==> src/sv/cpfm_pkg.sv <==
package cpfm_pkg;

    localparam int COUNT_RATE_W  = 28;
    localparam int RELOAD_W      = 16;
    localparam int CAP_FIELD_W   = 16;
    localparam int PERIOD_W      = 32;
    localparam int OVF_W         = 8;
    localparam int PROD_W        = OVF_W + RELOAD_W;
    localparam int CFG_IDX_W     = 1;
    localparam int CFG_DATA_W    = 28;
    localparam int DIV_STEPS     = COUNT_RATE_W;
    localparam int DIV_CNT_W     = $clog2(DIV_STEPS);

    localparam int COUNTER_WIDTH_DEF = 16;

    localparam logic [COUNT_RATE_W-1:0] COUNT_RATE_RST = COUNT_RATE_W'(100000);
    localparam logic [RELOAD_W-1:0]     RELOAD_RST     = RELOAD_W'(65534);

    typedef enum logic [CFG_IDX_W-1:0] {
        REG_COUNT_RATE    = 1'b0,
        REG_PERIOD_RELOAD = 1'b1
    } cfg_reg_t;

    typedef enum logic [3:0] {
        ST_IDLE = 4'b0001,
        ST_ADD  = 4'b0010,
        ST_DIV  = 4'b0100,
        ST_HOLD = 4'b1000
    } state_t;

endpackage

==> src/sv/capture_period_frequency_meter_top.sv <==
// A second capture beat passes through ST_ADD (period sum), ST_DIV (bit-serial
// restoring division) and ST_HOLD (output load, waiting while m_valid is not taken);
// zero period skips the division. Overflow and first-capture beats stay in ST_IDLE.
// s_ready is low outside ST_IDLE, so no new beat is taken until the result is loaded.
// Reset (aresetn, synchronous, active low) clears control state and the capture
// state and loads count_rate = 100000, period_reload = 65534.
module capture_period_frequency_meter_top #(
    parameter int COUNTER_WIDTH = cpfm_pkg::COUNTER_WIDTH_DEF
) (
    input  logic                               aclk,
    input  logic                               aresetn,

    input  logic                               cfg_valid,
    output logic                               cfg_ready,
    input  logic [cpfm_pkg::CFG_IDX_W-1:0]     cfg_index,
    input  logic [cpfm_pkg::CFG_DATA_W-1:0]    cfg_wdata,

    input  logic                               s_valid,
    output logic                               s_ready,
    input  logic                               s_func,
    input  logic [cpfm_pkg::CAP_FIELD_W-1:0]   s_capture_value,

    output logic                               m_valid,
    input  logic                               m_ready,
    output logic [cpfm_pkg::COUNT_RATE_W-1:0]  m_frequency_hz,
    output logic [cpfm_pkg::PERIOD_W-1:0]      m_period_counts,
    output logic                               m_zero_period
);

    localparam int CAP_W = (COUNTER_WIDTH < cpfm_pkg::CAP_FIELD_W) ?
                           COUNTER_WIDTH : cpfm_pkg::CAP_FIELD_W;
    localparam int PW    = cpfm_pkg::PERIOD_W;
    localparam int CRW   = cpfm_pkg::COUNT_RATE_W;

    logic [CRW-1:0]                      count_rate_reg;
    logic [cpfm_pkg::RELOAD_W-1:0]       reload_reg;
    logic                                first_seen_reg;
    logic [CAP_W-1:0]                    stored_reg;
    logic [cpfm_pkg::OVF_W-1:0]          ovf_reg;

    cpfm_pkg::state_t                    state_reg;
    logic [PW-1:0]                       base_reg;
    logic [PW-1:0]                       corr_reg;
    logic [PW-1:0]                       period_reg;
    logic                                zero_reg;
    logic [PW-1:0]                       rem_reg;
    logic [CRW-1:0]                      dvd_reg;
    logic [cpfm_pkg::DIV_CNT_W-1:0]      cnt_reg;

    logic                                m_valid_reg;
    logic [CRW-1:0]                      m_freq_reg;
    logic [PW-1:0]                       m_period_reg;
    logic                                m_zero_reg;

    logic                                s_fire;
    logic [PW-1:0]                       cap_ext;
    logic [PW-1:0]                       stored_ext;
    logic [PW-1:0]                       reload_ext;
    logic [PW-1:0]                       base_next;
    logic [PW-1:0]                       corr_next;
    logic [cpfm_pkg::PROD_W-1:0]         prod;
    logic [PW-1:0]                       sum;
    logic [PW:0]                         trial;
    logic [PW+1:0]                       diff;
    logic                                qbit;

    assign cfg_ready = 1'b1;
    assign s_ready   = (state_reg == cpfm_pkg::ST_IDLE);
    assign s_fire    = s_valid && s_ready;

    assign m_valid         = m_valid_reg;
    assign m_frequency_hz  = m_freq_reg;
    assign m_period_counts = m_period_reg;
    assign m_zero_period   = m_zero_reg;

    assign cap_ext    = PW'(s_capture_value[CAP_W-1:0]);
    assign stored_ext = PW'(stored_reg);
    assign reload_ext = PW'(reload_reg);
    assign prod       = (cpfm_pkg::PROD_W)'(ovf_reg - cpfm_pkg::OVF_W'(2)) *
                        (cpfm_pkg::PROD_W)'(reload_reg);

    always_comb begin
        if (ovf_reg == '0) begin
            base_next = cap_ext - stored_ext;
        end else begin
            base_next = reload_ext - stored_ext + cap_ext;
        end
        if (ovf_reg == cpfm_pkg::OVF_W'(1)) begin
            corr_next = '0 - reload_ext;
        end else if (ovf_reg == '0) begin
            corr_next = '0;
        end else begin
            corr_next = PW'(prod);
        end
    end

    assign sum   = base_reg + corr_reg;
    assign trial = {rem_reg, dvd_reg[CRW-1]};
    assign diff  = {1'b0, trial} - {2'b00, period_reg};
    assign qbit  = ~diff[PW+1];

    always_ff @(posedge aclk) begin
        if (!aresetn) begin
            count_rate_reg <= cpfm_pkg::COUNT_RATE_RST;
            reload_reg     <= cpfm_pkg::RELOAD_RST;
        end else if (cfg_valid && cfg_ready) begin
            case (cfg_index)
                cpfm_pkg::REG_COUNT_RATE: begin
                    count_rate_reg <= cfg_wdata[CRW-1:0];
                end
                cpfm_pkg::REG_PERIOD_RELOAD: begin
                    reload_reg <= cfg_wdata[cpfm_pkg::RELOAD_W-1:0];
                end
                default: begin
                end
            endcase
        end
    end

    always_ff @(posedge aclk) begin
        if (!aresetn) begin
            state_reg      <= cpfm_pkg::ST_IDLE;
            first_seen_reg <= 1'b0;
            stored_reg     <= '0;
            ovf_reg        <= '0;
            m_valid_reg    <= 1'b0;
            cnt_reg        <= '0;
        end else begin
            if (m_valid_reg && m_ready && state_reg != cpfm_pkg::ST_HOLD) begin
                m_valid_reg <= 1'b0;
            end
            case (state_reg)
                cpfm_pkg::ST_IDLE: begin
                    if (s_fire) begin
                        if (!s_func) begin
                            ovf_reg <= ovf_reg + cpfm_pkg::OVF_W'(1);
                        end else if (!first_seen_reg) begin
                            stored_reg     <= s_capture_value[CAP_W-1:0];
                            first_seen_reg <= 1'b1;
                        end else begin
                            base_reg       <= base_next;
                            corr_reg       <= corr_next;
                            first_seen_reg <= 1'b0;
                            ovf_reg        <= '0;
                            state_reg      <= cpfm_pkg::ST_ADD;
                        end
                    end
                end
                cpfm_pkg::ST_ADD: begin
                    period_reg <= sum;
                    zero_reg   <= (sum == '0);
                    rem_reg    <= '0;
                    cnt_reg    <= '0;
                    if (sum == '0) begin
                        dvd_reg   <= '0;
                        state_reg <= cpfm_pkg::ST_HOLD;
                    end else begin
                        dvd_reg   <= count_rate_reg;
                        state_reg <= cpfm_pkg::ST_DIV;
                    end
                end
                cpfm_pkg::ST_DIV: begin
                    rem_reg <= qbit ? diff[PW-1:0] : trial[PW-1:0];
                    dvd_reg <= {dvd_reg[CRW-2:0], qbit};
                    cnt_reg <= cnt_reg + cpfm_pkg::DIV_CNT_W'(1);
                    if (cnt_reg == cpfm_pkg::DIV_CNT_W'(cpfm_pkg::DIV_STEPS - 1)) begin
                        state_reg <= cpfm_pkg::ST_HOLD;
                    end
                end
                cpfm_pkg::ST_HOLD: begin
                    if (!m_valid_reg || m_ready) begin
                        m_valid_reg  <= 1'b1;
                        m_freq_reg   <= dvd_reg;
                        m_period_reg <= period_reg;
                        m_zero_reg   <= zero_reg;
                        state_reg    <= cpfm_pkg::ST_IDLE;
                    end
                end
                default: begin
                    state_reg <= cpfm_pkg::ST_IDLE;
                end
            endcase
        end
    end

endmodule

==> config.mk <==
export PLATFORM = sky130hd
export DESIGN_NAME = capture_period_frequency_meter_top
export DESIGN_NICKNAME = d
export VERILOG_FILES = /design/src/sv/cpfm_pkg.sv /design/src/sv/capture_period_frequency_meter_top.sv
export SDC_FILE = /design/constraint.sdc
export NUM_CORES = 1
export LEC_CHECK = 0
export ABC_AREA = 1
export BUFFER_PORTS_ARGS = -buffer_cell sky130_fd_sc_hd__clkbuf_2
export CORE_ASPECT_RATIO = 0.6
export CORE_MARGIN = 5
export CORE_UTILIZATION = 30
export DETAILED_ROUTE_END_ITERATION = 10
export PLACE_DENSITY_LB_ADDON = 0.3
export SYNTH_ARGS = -nofsm -noshare
export SYNTH_HDL_FRONTEND = slang
export SYNTH_SLANG_ARGS = --single-unit
==> constraint.sdc <==
create_clock -name aclk -period 7.49 [get_ports aclk]
set_input_delay 0.749 -clock aclk [delete_from_list [all_inputs] [get_ports aclk]]
set_output_delay 0.749 -clock aclk [all_outputs]
set_load 0.01 [all_outputs]
After elaboration in Yosys (flattened, before gate mapping)

Index checks and enable logic that the tools add are counted.

Bits of input ports: 51
Output and inout port bits: 64
Register bits after elaboration: 297

Multipliers: 1
Bitwise operators: 3
Reduce and logical (&&, ||, !) cells: 18
Mux-type cells: 21
Add/subtract/negate cells: 9
Eq/ne operators: 13

Operator list:

| kind                                                                     | count |
|---|---|
| 32-bit two-way mux                                                       | 3 |
| 32-bit one-hot mux with 2 select lines                                   | 1 |
| 28-bit one-hot mux with 2 select lines                                   | 1 |
| 16-bit by 16-bit subtractor with 17-bit output                           | 2 |
| 33-bit by 32-bit subtractor with 34-bit output                           | 1 |
| 32-bit adder                                                             | 1 |
| 32-bit zero test                                                         | 1 |
| 28-bit two-way mux                                                       | 1 |
| 9-bit by 17-bit multiplier with 24-bit output                            | 1 |
| 24-bit two-way mux                                                       | 1 |
| 4-bit two-way mux                                                        | 6 |
| 17-bit by 17-bit adder with 18-bit output                                | 1 |
| 1-bit by 16-bit subtractor with 17-bit output (first input constant)     | 1 |
| 8-bit two-way mux                                                        | 2 |
| 4-bit one-hot mux with 4 select lines                                    | 1 |
| 5-bit one-hot mux with 2 select lines                                    | 1 |
| 5-bit AND reduction                                                      | 2 |
| 3-bit AND reduction                                                      | 3 |
| 8-bit by 2-bit subtractor with 9-bit output (second input constant)      | 1 |
| 8-bit by 1-bit adder with 8-bit output (second input constant)           | 1 |
| 8-bit by 1-bit == test with 1-bit output (second input constant)         | 1 |
| 8-bit zero test                                                          | 1 |
| 2-bit by 1-bit inequality test with 1-bit output (second input constant) | 4 |
| 2-bit AND reduction                                                      | 4 |
| other kinds (15)                                                         | 23 |

Logic depth before layout (Yosys ltp)

Gate-level depths: netlist of run 1.

Word-level depth: 5
Gate-level depth with buffers: 30
Mapped depth without buffers: 29

Worst setup path before layout of run 1

No wires, ideal clock.

Path kind: register to register
From: register ovf_reg[1] (netlist bit)
To: register corr_reg[21] (data pin)
Setup time: 255 ps
Clock period less this slack: 5984 ps
Data required time: 7235 ps
Buffers on the path: 1
Cell stages (with the launch flop): 30
Arrival time: 5729 ps
Slack: 1506 ps
Cell sequence: dfxtp_1 -> inv_1 -> buf_1 -> ha_1 -> nand2_1 -> nor2_1 -> nand2_1 -> nand2_1 -> nand2_1 -> inv_1 -> nand2_1 -> fa_1 -> fa_1 -> inv_1 -> fa_1 -> fa_1 -> inv_1 -> fa_1 -> inv_1 -> ha_1 -> a21oi_1 -> o21ai_0 -> a21oi_1 -> inv_1 -> a21oi_1 -> o21bai_1 -> a31oi_1 -> nand2_1 -> nand2_1 -> o21ai_2

Cells in the longest elaborated chain, start to end: 4

RTL lines:

| element                                       | RTL line                                  | text |
|---|---|---|
| start, declared                               | capture_period_frequency_meter_top.sv:39  | `logic [cpfm_pkg::OVF_W-1:0] ovf_reg;` |
| start signal, assigned                        | capture_period_frequency_meter_top.sv:136 | `ovf_reg <= ovf_reg + cpfm_pkg::OVF_W'(1);` |
| 8-bit by 2-bit subtractor with 9-bit output   | capture_period_frequency_meter_top.sv:79  | `assign prod = (cpfm_pkg::PROD_W)'(ovf_reg - cpfm_pkg::OVF_W'(2)) *` |
| 9-bit by 17-bit multiplier with 24-bit output | capture_period_frequency_meter_top.sv:79  |  |
| 24-bit two-way mux                            | capture_period_frequency_meter_top.sv:90  | `end else if (ovf_reg == '0) begin` |
| 32-bit two-way mux *                          | capture_period_frequency_meter_top.sv:88  | `if (ovf_reg == cpfm_pkg::OVF_W'(1)) begin` |
| named net corr_next[21]                       | capture_period_frequency_meter_top.sv:60  | `logic [PW-1:0] corr_next;` |
| end signal, assigned                          | capture_period_frequency_meter_top.sv:142 | `corr_reg <= corr_next;` |
| end, declared                                 | capture_period_frequency_meter_top.sv:43  | `logic [PW-1:0] corr_reg;` |

The timed path passes the listed nets; every way through them passes the cells marked *.
A chain may end at the register's enable or synchronous reset.

Worst setup path after layout of run 1

Ends and elaborated chain as after synthesis.

==> results.py, run 1 <==
metrics = {
    "status": {
        "status": "finished, final reports clean",
    },
    "hold_path": {
        "min_from": "cfg_wdata[26]",
        "min_delay_worst_endpoint": "count_rate_reg[26]$_SDFFE_PN0P_",
        "hp-class": "in2reg",
        "holdPathStages": 3,
    },
    "placement": {
        "gp_congestion": 0.947,
        "place_area_sq_mm": 0.0226,
        "hpwl_microns": 50800,
        "io_buffers": 113,
        "pre_cts_slack_ns": 1.10,
    },
    "route": {
        "wirelength_microns": 63800,
        "final_antenna_net_count": 0,
        "via_count": 17508,
        "wl_per_cell_microns": 17.7,
        "drt-initial-drc-count": 1825,
        "post-route-drc-count": 0,
        "firstDrtPassIters": 5,
        "viasPerCell": 4.85,
    },
    "sta": {
        "skew_ns": 0.0287,
        "setup_ws_ns": 0.982,
        "finalCriticalPeriod_ns": 6.51,
        "max_freq_ghz": 0.154,
        "hold_viol": 0,
        "setup_viol": 0,
        "drv_slew": 0,
        "max_slew_margin": 0.292,
        "period_share": 0.869,
        "worst_slew_pin_slew_ns": 1.06,
        "rsz0062_at_grt": "false",
        "setup_tns_ns": 0,
    },
    "pwr": {
        "p_leak_nw": 10.6,
        "powerDensity_mw_per_mm2": 347,
        "peakVddDrop_mv": 0.463,
    },
    "clock_network": {
        "cts-resized-gates": 0,
        "numCtsBuffers": 29,
        "cts_sinks": 276,
        "ctsLongestPathBuffers": 3,
        "h-tree-depth": 1,
        "clkTransAtPathRegs_ns": 0.08,
        "root_buffer": "clkbuf_16",
        "cts_hold_buf": 0,
        "cts_setup_buffers": 0,
        "cts_tree": "done",
        "clkLatencyLatePin_ns": 0.60,
    },
    "logic_synthesis": {
        "synthCells": 2567,
        "ys_types": 58,
        "yosys.cell_count.top_type": "nand2_1",
        "netlist_area_sq_mm": 0.0210,
        "synth_top_area_frac": 0.281,
        "synth_area_leaders": "edfxtp_1 (28%), ha_1 (10%), nand2_1 (10%), fa_1 (9.9%), dfxtp_1 (7.5%)",
        "synth-async-reset-ratio": 0,
        "ys_seq_elements": 276,
        "yosysSeqAreaShare": 0.357,
        "synth_area_per_cell_sq_um": 8.19,
        "yosysWarnings": 0,
        "synth_ff_type": "edfxtp_1",
        "synth_edf_count": 197,
        "synth_common_cells": "nand2_1 (562), inv_1 (375), nor2_1 (254)",
        "synth_nets": 2894,
        "synth_top_area_cell": "edfxtp_1",
    },
    "layout": {
        "drive_above_1_share": 0.0968,
        "synthToLayoutAreaGrowth_pct": 12.3,
        "stdcell_area_sq_mm": 0.0236,
        "final_nets": 2990,
        "final_util": 0.339,
        "diodes": 0,
    },
    "setup_path": {
        "required_ns": 7.83,
        "critical_path_class": "reg2reg",
        "critPathMaxFanout": 13,
        "rr_worst_depth": 27,
        "worstSetupStartpointType": "flop",
        "r2r_end": "corr_reg[21]$_DFFE_PP_",
        "rr_startpoint": "ovf_reg[1]$_SDFFE_PN0P_",
        "crit_arrival_ns": 6.85,
        "ff2ff_setup_slack_ns": 0.98,
        "endpoint_kind": "flop",
    },
    "floorplan": {
        "die_h_microns": 215,
        "fp-row-count": 75,
        "die_w_microns": 352,
        "ios": 115,
        "dieArea_sq_mm": 0.0757,
        "initial_utilization": 0.302,
        "core-area_sq_mm": 0.0696,
    },
    "global_route": {
        "grt_pass1_vias": 15912,
        "grt_use_total": 0.166,
        "grt-ovfl-total": 0,
        "antenna_found_initial": 3,
        "grt_first_pass_wirelength_microns": 97800,
        "grt_max_degree": 67,
    },
    "flow_run": {
        "cap_viol_max_count": 0,
    },
}
==> worst max-delay path by stage <==
stage,from,end,slack (ns),cells after the start
4_1_cts,ovf_reg[1]$_SDFFE_PN0P_,corr_reg[21]$_DFFE_PP_,1.06,27
3_5_place_dp,ovf_reg[1]$_SDFFE_PN0P_,corr_reg[21]$_DFFE_PP_,1.10,27
3_3_place_gp,ovf_reg[1]$_SDFFE_PN0P_,corr_reg[21]$_DFFE_PP_,1.16,27
6_report,ovf_reg[1]$_SDFFE_PN0P_,corr_reg[21]$_DFFE_PP_,0.98,27
2_1_floorplan,ovf_reg[1]$_SDFFE_PN0P_,corr_reg[21]$_DFFE_PP_,1.51,29
5_1_grt,ovf_reg[1]$_SDFFE_PN0P_,corr_reg[21]$_DFFE_PP_,0.45,27
==> metrics by stage <==
step / hold slack [ns] / cells / power [mW]
final: 0.379 / 3610 / 8.19
after global routing: 0.370 / 3610 / 8.91
after CTS: 0.359 / 3610 / 8.11
after detailed placement: 0.417 / 3556 / 6.49
after global placement: 0.406 / 3556 / 6.54
after floorplan: 0.400 / 2567 / 5.21
==> layer usage <==
layer | vias up | part of all wire | GRT usage
met3 | 35 | 0.087 | 0.0360
met4 | 0 | 0.0084 | 0.0152
met1 | 8204 | 0.54 | 0.285
met2 | 594 | 0.36 | 0.210
li1 | 8675 | - | -
met5 | - | 0 | 0
==> logic make-up after synthesis <==
kind of cell | synth area share
AOI/OAI and AO/OA | 0.123
other | 0.000178
xor gates and xnor gates | 0.0233
DFF | 0.357
buffers and inverters | 0.0833
adders and majority gates | 0.201
and+or+nand+nor | 0.212
==> layout make-up <==
class                           count  area, sq um
Sequential cell                   276         7500
Inverter                          385         1460
Timing Repair Buffer              130          693
Clock inverter                     18          228
Fill cell                        7423        46000
Multi-Input combinational cell   1841        11800
Tap cell                          924         1160
Clock buffer                       36          772
==> cell usage in the layout, fill, tap and decap left out, types with 6 or more instances in the layout <==
| cell type | instances |
|---|---|
| a21o_1 | 7 |
| a21oi_1 | 197 |
| a31oi_1 | 15 |
| buf_4 | 17 |
| clkbuf_16 | 29 |
| clkbuf_2 | 113 |
| clkinv_1 | 6 |
| dfxtp_1 | 79 |
| edfxtp_1 | 197 |
| fa_1 | 104 |
| ha_1 | 172 |
| inv_1 | 375 |
| inv_2 | 6 |
| nand2_1 | 562 |
| nand2_2 | 16 |
| nand3_1 | 112 |
| nand3_2 | 17 |
| nand3b_1 | 10 |
| nand4_1 | 20 |
| nor2_1 | 251 |
| nor2_2 | 13 |
| nor3_1 | 20 |
| nor3_2 | 9 |
| o211ai_1 | 18 |
| o21ai_0 | 149 |
| o21ai_1 | 15 |
| o21ai_2 | 10 |
| o21bai_1 | 9 |
| o31ai_1 | 12 |
| xnor2_1 | 21 |
| xor2_1 | 35 |
==> worst max-delay path, stage by stage, from the launching register on <==
cell      delay (ns)
dfxtp_1         0.48
inv_1           0.10
ha_1            0.21
nand2_1         0.12
nor2_1          0.08
nand2_1         0.07
nand2_1         0.33
inv_1           0.24
nand2_1         0.10
fa_1            0.52
fa_1            0.51
inv_1           0.06
fa_1            0.50
fa_1            0.54
inv_1           0.05
fa_1            0.49
inv_1           0.04
ha_1            0.37
a21oi_1         0.25
o21ai_0         0.15
a21oi_1         0.17
inv_1           0.09
a21oi_1         0.25
o21bai_1        0.14
a31oi_1         0.19
nand2_1         0.08
nand2_1         0.07
o21ai_2         0.06
==> where the power goes <==
part           switching, mW  internal (mW)  total (mW)  leakage [nW]
clock network          0.648          0.906        1.55         0.493
logic                   3.14           1.76        4.90          7.68
registers             0.0345           1.70        1.73          2.44
total                   3.82           4.36        8.19          10.6
(Power assumes the default switching activity.)
==> run 2: changes to the inputs <==
Settings changed: ABC_AREA 1 to 0.
Clock period 7.49 ns to 6.7 ns, I/O delays scaled along.
==> run 2 against run 1 <==
  * Register-to-register slack lost 0.54 ns
  * Clock skew grew 0.0075 ns
  * Sequential cell count is the same
  * First-iteration DRC count shrank 29%
  * Critical path type unchanged
  * Sequential power grew 12%
  * Power grew 5.8%
  * Synthesized cell count shrank 16%
  * Combinational power grew 3%
  * Highest routed layer is now met5
  * Area after synthesis shrank 3.6%
  * Fmax grew 3.9%
  * Clock power grew 8%
  * Final cell count shrank 12%
==> results.py, run 2 <==
metrics = {
    "status": {
        "status": "finished, final reports clean",
    },
    "clock_network": {
        "cts_sinks": 276,
        "cts_hold_buf": 0,
        "clkLatencyLatePin_ns": 0.61,
        "numCtsBuffers": 29,
        "cts_tree": "done",
        "ctsLongestPathBuffers": 3,
        "h-tree-depth": 1,
        "root_buffer": "clkbuf_16",
        "clkTransAtPathRegs_ns": 0.08,
    },
    "hold_path": {
        "holdPathStages": 3,
        "min_from": "cfg_wdata[16]",
        "hp-class": "in2reg",
        "min_delay_worst_endpoint": "count_rate_reg[16]$_SDFFE_PN1P_",
    },
    "floorplan": {
        "ios": 115,
        "die_w_microns": 346,
        "core-area_sq_mm": 0.0666,
        "fp-row-count": 73,
        "initial_utilization": 0.304,
        "dieArea_sq_mm": 0.0730,
        "die_h_microns": 211,
    },
    "placement": {
        "pre_cts_slack_ns": 0.339,
        "hpwl_microns": 43200,
        "io_buffers": 113,
        "gp_congestion": 0.936,
    },
    "route": {
        "wl_per_cell_microns": 17.7,
        "post-route-drc-count": 0,
        "drt-initial-drc-count": 1288,
        "firstDrtPassIters": 5,
        "viasPerCell": 4.98,
        "wirelength_microns": 56000,
        "via_count": 15780,
        "final_antenna_net_count": 0,
    },
    "layout": {
        "final_common_cell": "nand2_1",
        "final_cell_mix": "nand2_1 (254), nor2_1 (201), edfxtp_1 (197)",
        "drive_above_1_share": 0.108,
        "final_nets": 2572,
        "fill_cells": 6818,
        "final_util": 0.344,
        "synthToLayoutAreaGrowth_pct": 13.0,
    },
    "pwr": {
        "swShare": 0.420,
        "powerDensity_mw_per_mm2": 378,
        "p_int_mw": 5.03,
        "p_clk_frac": 0.194,
        "peakVddDrop_mv": 0.534,
        "power_frac_comb": 0.583,
        "p_leak_nw": 9.41,
        "p_switching_mw": 3.64,
        "power_frac_seq": 0.223,
    },
    "setup_path": {
        "crit_slowest_cell": "fa_1",
        "critPathMaxFanout": 7,
        "critical_path_class": "reg2reg",
        "crit_arrival_ns": 6.58,
        "critPathTopFamily": "adder cells",
        "cpPeakStageDelay_ns": 0.58,
        "r2r_end": "corr_reg[19]$_DFFE_PP_",
        "critPathBufInv": 4,
        "required_ns": 7.02,
        "cpMostUsedCell": "fa_1",
        "crit_start": "ovf_reg[1]$_SDFFE_PN0P_",
        "rr_startpoint": "ovf_reg[1]$_SDFFE_PN0P_",
        "crit_chain": "inv_1 > ha_1 > and2_1 > nand2_1 > xnor2_1 > nand2_1 > fa_1 > fa_1 > inv_1 > fa_1 > fa_1 > inv_1 > fa_1 > inv_1 > ha_1 > o21ai_0 > a21boi_1 > o21ai_1 > o211ai_1 > a31o_2 > a211o_1 > nand2_1 > o21ai_0",
        "rr_worst_depth": 23,
        "ff2ff_setup_slack_ns": 0.44,
        "endpoint_kind": "flop",
        "crit_cells": 23,
        "worstSetupStartpointType": "flop",
    },
    "logic_synthesis": {
        "yosysSeqAreaShare": 0.370,
        "ys_seq_elements": 276,
        "netlist_area_sq_mm": 0.0203,
        "synth_edf_count": 197,
        "yosys.cell_count.top_type": "nand2_1",
        "ys_types": 80,
        "synth-async-reset-ratio": 0,
        "synth_top_area_cell": "edfxtp_1",
        "synth_nets": 2471,
        "synth_area_leaders": "edfxtp_1 (29%), ha_1 (11%), fa_1 (10%), dfxtp_1 (7.8%), nand2_1 (4.7%)",
        "yosysWarnings": 0,
        "synth_top_area_frac": 0.292,
        "synth_common_cells": "nand2_1 (254), nor2_1 (205), edfxtp_1 (197)",
        "synth_ff_type": "edfxtp_1",
        "synthCells": 2144,
        "synth_area_per_cell_sq_um": 9.45,
    },
    "sta": {
        "max_slew_margin": 0.171,
        "drv_slew": 0,
        "max_freq_ghz": 0.160,
        "worst_slew_pin_slew_ns": 1.24,
        "setup_ws_ns": 0.437,
        "skew_ns": 0.0362,
        "setup_tns_ns": 0,
        "finalCriticalPeriod_ns": 6.26,
        "setup_viol": 0,
        "whs_ns": 0.288,
        "hold_viol": 0,
        "period_share": 0.935,
        "rsz0062_at_grt": "false",
    },
    "global_route": {
        "grt-ovfl-total": 0,
        "grt_pass1_vias": 15424,
        "grt_use_total": 0.151,
        "grt_max_degree": 65,
        "grt_first_pass_wirelength_microns": 89100,
        "antenna_found_initial": 1,
    },
    "flow_run": {
        "cap_viol_max_count": 0,
    },
}
## run 2: repair_timing
| action | in CTS | in global routing |
|---|---|---|
| endpoints found under the hold margin | 0 | 0 |
| resized for setup | 0 | 3 |
| endpoints found under the setup margin | 0 | 3 |
| buffers inserted | 0 | 0 |
## run 2: per-stage QoR
stage / instance area, sq um / total power [mW] / cells
floorplan: 20300 / 5.64 / 2144
global route: 22900 / 9.39 / 3168
finish: 22900 / 8.66 / 3169
global placement: 21900 / 6.83 / 3114
CTS: 22900 / 8.64 / 3168
detailed placement: 21900 / 6.88 / 3114
## run 2: per-layer routing
| layer | vias to the layer above | GRT usage | part of all wire |
|---|---|---|---|
| li1 | 7630 | - | - |
| met1 | 7622 | 0.240 | 0.53 |
| met2 | 474 | 0.205 | 0.38 |
| met3 | 52 | 0.0420 | 0.083 |
| met4 | 2 | 0.0176 | 0.012 |
| met5 | - | 0 | 0.00018 |
## run 2: worst max path at each step
stage	slack, ns	end
global route	0.06	corr_reg[21]$_DFFE_PP_
CTS	0.30	corr_reg[19]$_DFFE_PP_
finish	0.44	corr_reg[19]$_DFFE_PP_
global placement	0.49	corr_reg[21]$_DFFE_PP_
floorplan	0.23	corr_reg[22]$_DFFE_PP_
detailed placement	0.34	corr_reg[19]$_DFFE_PP_
## run 2: logic make-up after synthesis
family | count (synthesis) | share of synthesized area
other | 1 | 0.000185
AOI/OAI and AO/OA | 393 | 0.119
and+or+nand+nor | 794 | 0.190
xor gates and xnor gates | 120 | 0.0519
adders and majority gates | 276 | 0.209
buffers and inverters | 265 | 0.0514
muxes | 19 | 0.00944
DFF | 276 | 0.370
## run 2: power groups by stage
stage | Combinational [mW] | Sequential (mW) | Clock [mW]
after floorplan | 3.70 | 1.95 | 0
after global placement | 4.86 | 1.97 | 0
after detailed placement | 4.92 | 1.97 | 0
after CTS | 4.98 | 1.93 | 1.73
after global routing | 5.65 | 1.93 | 1.80
final | 5.05 | 1.93 | 1.68
## run 2: cell type report
type / instances / area [sq um] / share of cell area
multi-input combinational: 1603 / 11800 / 0.514
sequential: 276 / 7500 / 0.327
tap: 900 / 1130 / 0.0492
timing repair buffer: 151 / 851 / 0.0372
clock buffer: 35 / 758 / 0.0331
inverter: 184 / 691 / 0.0302
clock inverter: 19 / 200 / 0.00874
antenna: 1 / 2.50 / 0.000109
## run 2: worst reg2reg max path, cell delays in order, from the launching register on
cell	delay (ns)
dfxtp_1	0.48
inv_1	0.10
ha_1	0.24
and2_1	0.17
nand2_1	0.09
xnor2_1	0.15
nand2_1	0.11
fa_1	0.51
fa_1	0.58
inv_1	0.07
fa_1	0.51
fa_1	0.55
inv_1	0.05
fa_1	0.51
inv_1	0.05
ha_1	0.33
o21ai_0	0.14
a21boi_1	0.17
o21ai_1	0.27
o211ai_1	0.19
a31o_2	0.28
a211o_1	0.28
nand2_1	0.07
o21ai_0	0.08
